==> src/evg_pkg.sv <==
`default_nettype none

package evg_pkg;

    // Field formats
    typedef struct packed {
        logic [8:0] ring;
        logic [7:0] segment;
    } t_evg_in;

    typedef struct packed {
        logic signed [15:0] pos_x;
        logic signed [15:0] pos_y;
        logic signed [15:0] pos_z;
        logic               index_error;
    } t_evg_out;

    // Per-item control that rides beside the arithmetic
    typedef struct packed {
        logic err;
        logic pole_n;
        logic pole_s;
    } t_evg_flags;

    // Configuration port
    localparam int CFG_IDX_W  = 3;
    localparam int CFG_DATA_W = 16;

    localparam logic [CFG_IDX_W-1:0] REG_SIZE_X    = 3'd0;
    localparam logic [CFG_IDX_W-1:0] REG_SIZE_Y    = 3'd1;
    localparam logic [CFG_IDX_W-1:0] REG_SIZE_Z    = 3'd2;
    localparam logic [CFG_IDX_W-1:0] REG_RING_CNT  = 3'd3;
    localparam logic [CFG_IDX_W-1:0] REG_SEG_CNT   = 3'd4;

    localparam logic signed [15:0] SIZE_RST     = 16'sd256;
    localparam logic [8:0]         RING_CNT_RST = 9'd4;
    localparam logic [8:0]         SEG_CNT_RST  = 9'd8;

    localparam int MAX_RINGS          = 256;
    localparam int MAX_SEGMENTS       = 256;
    localparam int TRIG_FRAC_BITS_DEF = 15;

    // Angle divider: 32 quotient bits, four per stage
    localparam int DIV_BITS   = 32;
    localparam int DIV_STEP   = 4;
    localparam int DIV_STAGES = DIV_BITS / DIV_STEP;

    // Sine / cosine series at Q2.30
    localparam logic [31:0] PI_Q30    = 32'd3373259426;
    localparam int          SIN_TERMS = 5;
    localparam int          COS_TERMS = 6;

    // Divide by series constant k as (p * M) >> SH, exact for p < 2^30
    localparam int SIN_SH [SIN_TERMS] = '{37, 37, 36, 35, 33};
    localparam int COS_SH [COS_TERMS] = '{38, 37, 36, 35, 34, 31};

    localparam logic [30:0] SIN_M [SIN_TERMS] = '{
        31'(((64'd1 << 37) + 64'd109) / 64'd110),
        31'(((64'd1 << 37) + 64'd71) / 64'd72),
        31'(((64'd1 << 36) + 64'd41) / 64'd42),
        31'(((64'd1 << 35) + 64'd19) / 64'd20),
        31'(((64'd1 << 33) + 64'd5) / 64'd6)
    };
    localparam logic [30:0] COS_M [COS_TERMS] = '{
        31'(((64'd1 << 38) + 64'd131) / 64'd132),
        31'(((64'd1 << 37) + 64'd89) / 64'd90),
        31'(((64'd1 << 36) + 64'd55) / 64'd56),
        31'(((64'd1 << 35) + 64'd29) / 64'd30),
        31'(((64'd1 << 34) + 64'd11) / 64'd12),
        31'(((64'd1 << 31) + 64'd1) / 64'd2)
    };

    localparam int SC_STAGES = 3 + 2 * COS_TERMS;
    localparam int PIPE_LAT  = 1 + DIV_STAGES + SC_STAGES + 4;

    // Round v / 2^sh to nearest, half away from zero
    function automatic logic signed [63:0] rnd_away(input logic signed [63:0] v,
                                                    input int unsigned sh);
        logic [63:0] mag;
        logic [63:0] res;
        mag = v[63] ? 64'(-v) : 64'(v);
        if (sh == 0) begin
            res = mag;
        end else begin
            res = (mag + (64'd1 << (sh - 1))) >> sh;
        end
        return v[63] ? -$signed(res) : $signed(res);
    endfunction

    function automatic logic signed [15:0] sat16(input logic signed [63:0] v);
        logic signed [15:0] res;
        if (v > 64'sd32767) begin
            res = 16'sh7FFF;
        end else if (v < -64'sd32768) begin
            res = 16'sh8000;
        end else begin
            res = 16'(v);
        end
        return res;
    endfunction

endpackage

`default_nettype wire

==> src/evg_div.sv <==
`default_nettype none

// Pipelined restoring divider, quotient bits msb first.
module evg_div #(
    parameter int DW = 10
) (
    input  logic                          i_clk,
    input  logic                          i_rst_n,
    input  logic                          i_valid,
    input  logic [DW-1:0]                 i_rem,
    input  logic [DW-1:0]                 i_div,
    input  logic [evg_pkg::DIV_BITS-1:0]  i_low,
    output logic                          o_valid,
    output logic [evg_pkg::DIV_BITS-1:0]  o_quot
);
    import evg_pkg::*;

    logic                r_vld  [DIV_STAGES];
    logic [DW-1:0]       r_rem  [DIV_STAGES];
    logic [DIV_BITS-1:0] r_low  [DIV_STAGES];
    logic [DIV_BITS-1:0] r_quot [DIV_STAGES];

    for (genvar s = 0; s < DIV_STAGES; s++) begin : g_stage
        logic                vld_in;
        logic [DW-1:0]       rem_in;
        logic [DIV_BITS-1:0] low_in;
        logic [DIV_BITS-1:0] quot_in;
        logic [DW-1:0]       n_rem;
        logic [DIV_BITS-1:0] n_low;
        logic [DIV_BITS-1:0] n_quot;

        if (s == 0) begin : g_first
            assign vld_in  = i_valid;
            assign rem_in  = i_rem;
            assign low_in  = i_low;
            assign quot_in = '0;
        end else begin : g_next
            assign vld_in  = r_vld[s-1];
            assign rem_in  = r_rem[s-1];
            assign low_in  = r_low[s-1];
            assign quot_in = r_quot[s-1];
        end

        always_comb begin
            logic [DW:0] trial;
            logic [DW:0] diff;
            n_rem  = rem_in;
            n_low  = low_in;
            n_quot = quot_in;
            for (int k = 0; k < DIV_STEP; k++) begin
                trial = {n_rem, n_low[DIV_BITS-1]};
                diff  = trial - {1'b0, i_div};
                n_low = {n_low[DIV_BITS-2:0], 1'b0};
                if (trial >= {1'b0, i_div}) begin
                    n_rem  = diff[DW-1:0];
                    n_quot = {n_quot[DIV_BITS-2:0], 1'b1};
                end else begin
                    n_rem  = trial[DW-1:0];
                    n_quot = {n_quot[DIV_BITS-2:0], 1'b0};
                end
            end
        end

        always_ff @(posedge i_clk) begin
            if (!i_rst_n) begin
                r_vld[s] <= 1'b0;
            end else begin
                r_vld[s] <= vld_in;
            end
            r_rem[s]  <= n_rem;
            r_low[s]  <= n_low;
            r_quot[s] <= n_quot;
        end
    end

    assign o_valid = r_vld[DIV_STAGES-1];
    assign o_quot  = r_quot[DIV_STAGES-1];

endmodule

`default_nettype wire

==> config.mk <==
export PLATFORM = sky130hd
export DESIGN_NAME = evg_div
export DESIGN_NICKNAME = d
export VERILOG_FILES = /design/src/evg_pkg.sv /design/src/evg_div.sv
export SDC_FILE = /design/constraint.sdc
export NUM_CORES = 1
export LEC_CHECK = 0
export BUFFER_PORTS_ARGS = -buffer_cell sky130_fd_sc_hd__buf_2
export CAP_MARGIN = 20
export CORE_MARGIN = 2
export CORE_UTILIZATION = 34
export DETAILED_ROUTE_END_ITERATION = 10
export GPL_ROUTABILITY_DRIVEN = 1
export GPL_TIMING_DRIVEN = 0
export PLACE_DENSITY = 0.63
export REMOVE_ABC_BUFFERS = 1
export SLEW_MARGIN = 20
export SYNTH_ARGS = -nofsm -noshare
export SYNTH_HDL_FRONTEND = slang
export SYNTH_SLANG_ARGS = --single-unit
==> constraint.sdc <==
create_clock -name i_clk -period 9 [get_ports i_clk]
set_clock_uncertainty 0.05 [all_clocks]
set_input_delay 0.45 -clock i_clk [delete_from_list [all_inputs] [get_ports i_clk]]
set_output_delay 0.45 -clock i_clk [all_outputs]
set_load 0.01 [all_outputs]
# After elaboration in Yosys (flattened, before gate mapping)
# Memories as Yosys holds them, arrays and structs flattened.
# Cells that the tools add are included.
[totals]
inputBits = 55
mem_bits_rw = 568
ff_bits = 0
memories = 4
[op_classes]
order_cmp = 32
bitwise = 8
addsub = 32
mux = 74
[memory_table]
columns = ["memory", "depth", "width", "read_ports", "rd_ports_with_merged_regs", "wr", "line_no", "rtl"]
rows = [
  ["r_quot", 8, 32, 8, 0, 8, "evg_div.sv:21", "logic [DIV_BITS-1:0] r_quot [DIV_STAGES];"],
  ["r_low", 8, 28, 7, 0, 8, "evg_div.sv:20", "logic [DIV_BITS-1:0] r_low [DIV_STAGES];"],
  ["r_rem", 8, 10, 7, 0, 8, "evg_div.sv:19", "logic [DW-1:0] r_rem [DIV_STAGES];"],
  ["r_vld", 8, 1, 8, 0, 8, "evg_div.sv:18", "logic r_vld [DIV_STAGES];"],
]
[op_table]
columns = ["op", "count"]
rows = [
  ["$ge 11x10->1", 32],
  ["$mux 10", 32],
  ["$sub 10x10->10", 32],
  ["$mux 1", 42],
  ["$or 1x1->1", 8],
]

# Logic depth before layout (Yosys ltp)
# An unclocked memory read counts as a cell.
[logic_depth]
depth_word = 9
mapped_depth = 45

# Least setup slack after synthesis
# OpenSTA, ideal clock, no wires.
[synth_path]
path_type = "input -> register"
from = "input port i_div[1]"
to = "memory r_rem[6][2]"
path_slack_ns = -0.925
setup_time_ns = 0.082
required_ns = 8.868
arrival_ns = 9.793
cell_stages = 41
path_cell_list = "inv_1 ha_1 nand2b_1 a21oi_1 nor4_1 o21ai_0 clkbuf_1 o21ai_0 inv_1 ha_1 nor2b_1 o31a_1 o221a_2 nor2_1 o31a_1 and2_1 clkbuf_1 clkbuf_1 (+5 left out) o21ai_0 nand2b_1 a31oi_1 o21ai_0 a21oi_1 clkbuf_1 a21oi_1 ha_1 nor2b_1 o21ai_0 a21oi_1 o21ai_0 a21oi_1 or4_1 a31oi_1 a21boi_1 nand2_1 o221ai_1"
[synth_rtl]
columns = ["element", "line_no", "rtl"]
rows = [
  ["start, declared", "evg_div.sv:11", "input logic [DW-1:0] i_div,"],
  ["end, declared", "evg_div.sv:19", ""],
]

==> results_dict.tcl <==
set metrics [dict create \
    status "complete, no violations" \
    drtIter0Drc 899 \
    wirelength_um 61300 \
    route.met2.wl_um 28500 \
    antenna_found_initial 0 \
    layout.nets 3249 \
    cts_tree "yes" \
    synth_ff_type "dfxtp_1" \
    viasPerCell 5.20 \
    htreeDepth 2 \
    grtUsageTotal 0.166 \
    globalRoute.totalOverflow 0 \
    netlist_instances 2637 \
    start_util 0.344 \
    yosys_warnings 0 \
    cp-start-kind "flip-flop" \
    final-setup-viol-count 0 \
    utilization 0.414 \
    grt_first_pass_wirelength_um 95700 \
    area_growth_pct 20.4 \
    fp.dieW_um 268 \
    fin_crit_ps 8720 \
    wl_per_cell_um 16.1 \
    path_clk_slew_ps 60 \
    worst_slack_ps 281 \
    highest_layer "met4" \
    clkLatencyLatePin_ps 580 \
    end_kind "flip-flop" \
    cts_max_path_buffers 3 \
    drc 0 \
    worst_slew_pin_slew_ps 686 \
    drv_cap 0 \
    post-dp-hpwl_um 42000 \
    hp-class "in2reg" \
    fmax_mhz 115 \
    preCtsSetupSlack_ps -3230 \
    port_buffers 87 \
    die_area_mm2 0.0716 \
    postSynthAreaPerCell_um2 8.95 \
    worst_path_largest_cell_delay_ps 510 \
    core-area_mm2 0.0687 \
    n_antenna_cell 0 \
    rsz0062_at_grt "true" \
    drt_pass1_iterations 5 \
    cp_slowest_cell "or4_1" \
    ys_ff_latch 334 \
    layout_common_cells "dfxtp_1 (331), ha_1 (307), a21oi_1 (190)" \
    grt_pass1_vias 18300 \
    ios 88 \
    synth-edff-count 0 \
    rows 96 \
    cp_common_cell "ha_1" \
    clock-root-buffer "clkbuf_16" \
    cts_buffers 41 \
    wl_met3_um 2620 \
    cp_max_fo 7 \
    clock-sinks 334 \
    period_share 0.969 \
    syn_area_mm2 0.0236 \
    num_vias 19800 \
    globalplace.congestion 0.841 \
    relSlewSlack 0.538 \
    grt_max_degree 33 \
    worst_ep_required_time_ps 9390 \
    seq_area_frac_synth 0.283 \
    ant_nets 0 \
    layout_commonest_cell "dfxtp_1" \
    die_h_um 268 \
    drive_gt1_frac 0.174 \
    path_class "reg2reg" \
    hold_viol_final 0 \
    synthArstFlopShare 0 \
    maxSlewViolCount 0 \
    ys_types 85 \
    arrival_ps 9110 \
    wl_met1_um 28400 \
]
[Yosys cell counts (all sizes together) (35+ instances only)]
cell	instances	area share
a21o	92	0.029
a21oi	197	0.042
dfxtp	334	0.28
ha	320	0.17
inv	156	0.025
mux2	97	0.046
mux2i	40	0.017
nand2	153	0.024
nand2b	63	0.017
nand3	35	0.0074
nand4	53	0.014
nor2	178	0.028
nor2b	66	0.017
o21a	54	0.017
o21ai	172	0.036
xnor2	136	0.050
xor2	74	0.027
[stage by stage]
stage | instance area (um2) | setup TNS [ps] | hold WS (ps) | std cells
after floorplan | 23400 | -63150 | 260 | 2592
after global routing | 28400 | -739 | 110 | 3803
after CTS | 27600 | 0 | 86.6 | 3756
final | 28400 | 0 | 107 | 3803
after detailed placement | 25300 | -177110 | 262 | 3622
after global placement | 25000 | -387280 | 260 | 3610
[final timing paths]
path / startpoint / end / slack, ps / cells past startpoint
max reg2reg: r_rem[0][0] / r_rem[1][1] / 280 / 40
min reg2reg: r_quot[1][15] / r_quot[1][51] / 270 / 0
min: i_rst_n / r_vld[1][2] / 110 / 2
max: r_rem[0][0] / r_rem[1][1] / 280 / 40
[worst max-delay path, delay by kind of cell (launching register included)]
family / cells / cell delay [ps]
mux: 1 / 340
simple gates: 12 / 2280
compound gates: 18 / 3940
flops: 1 / 350
buf+inv: 5 / 580
fa+ha+maj: 4 / 1060
[kinds of logic after synthesis]
kind of cell / count (synthesis) / share of synthesized area
xor gates and xnor gates: 210 / 0.0779
AOI/OAI and AO/OA: 742 / 0.207
and+or+nand+nor: 662 / 0.139
adders and majority gates: 351 / 0.196
buffers and inverters: 201 / 0.0337
muxes: 137 / 0.0634
DFF: 334 / 0.283
[registers in the layout, summed over array words and instances, names as in the netlist]
name	count
r_rem	70
r_quot	144
r_low	112
r_vld	8
[layer usage]
layer | vias to the layer above | track usage
li1 | 10000 | -
met1 | 9252 | 0.218
met2 | 389 | 0.283
met3 | 95 | 0.0241
met4 | 0 | 0.0474
met5 | - | 0
[layout make-up]
| cell class | instances | area (um2) |
|---|---|---|
| tap | 931 | 1160 |
| inverter | 156 | 633 |
| clock inverter | 24 | 260 |
| multi-input combinational | 2103 | 16900 |
| sequential | 334 | 6690 |
| timing repair buffer | 207 | 1690 |
| clock buffer | 48 | 1080 |
| fill | 6813 | 40300 |
[repair_timing]
item / in CTS / in global routing
gates resized for setup: 92 / 112
pin swaps: 17 / 37
hold buffers: 29 / 0
hold endpoints to repair: 29 / 0
buffers inserted: 29 / 46
setup endpoints to repair: 77 / 78
gates cloned: 4 / 1
Power is not shown: default switching activity piles up to over one toggle a cycle in this logic, so the estimate is an artifact.
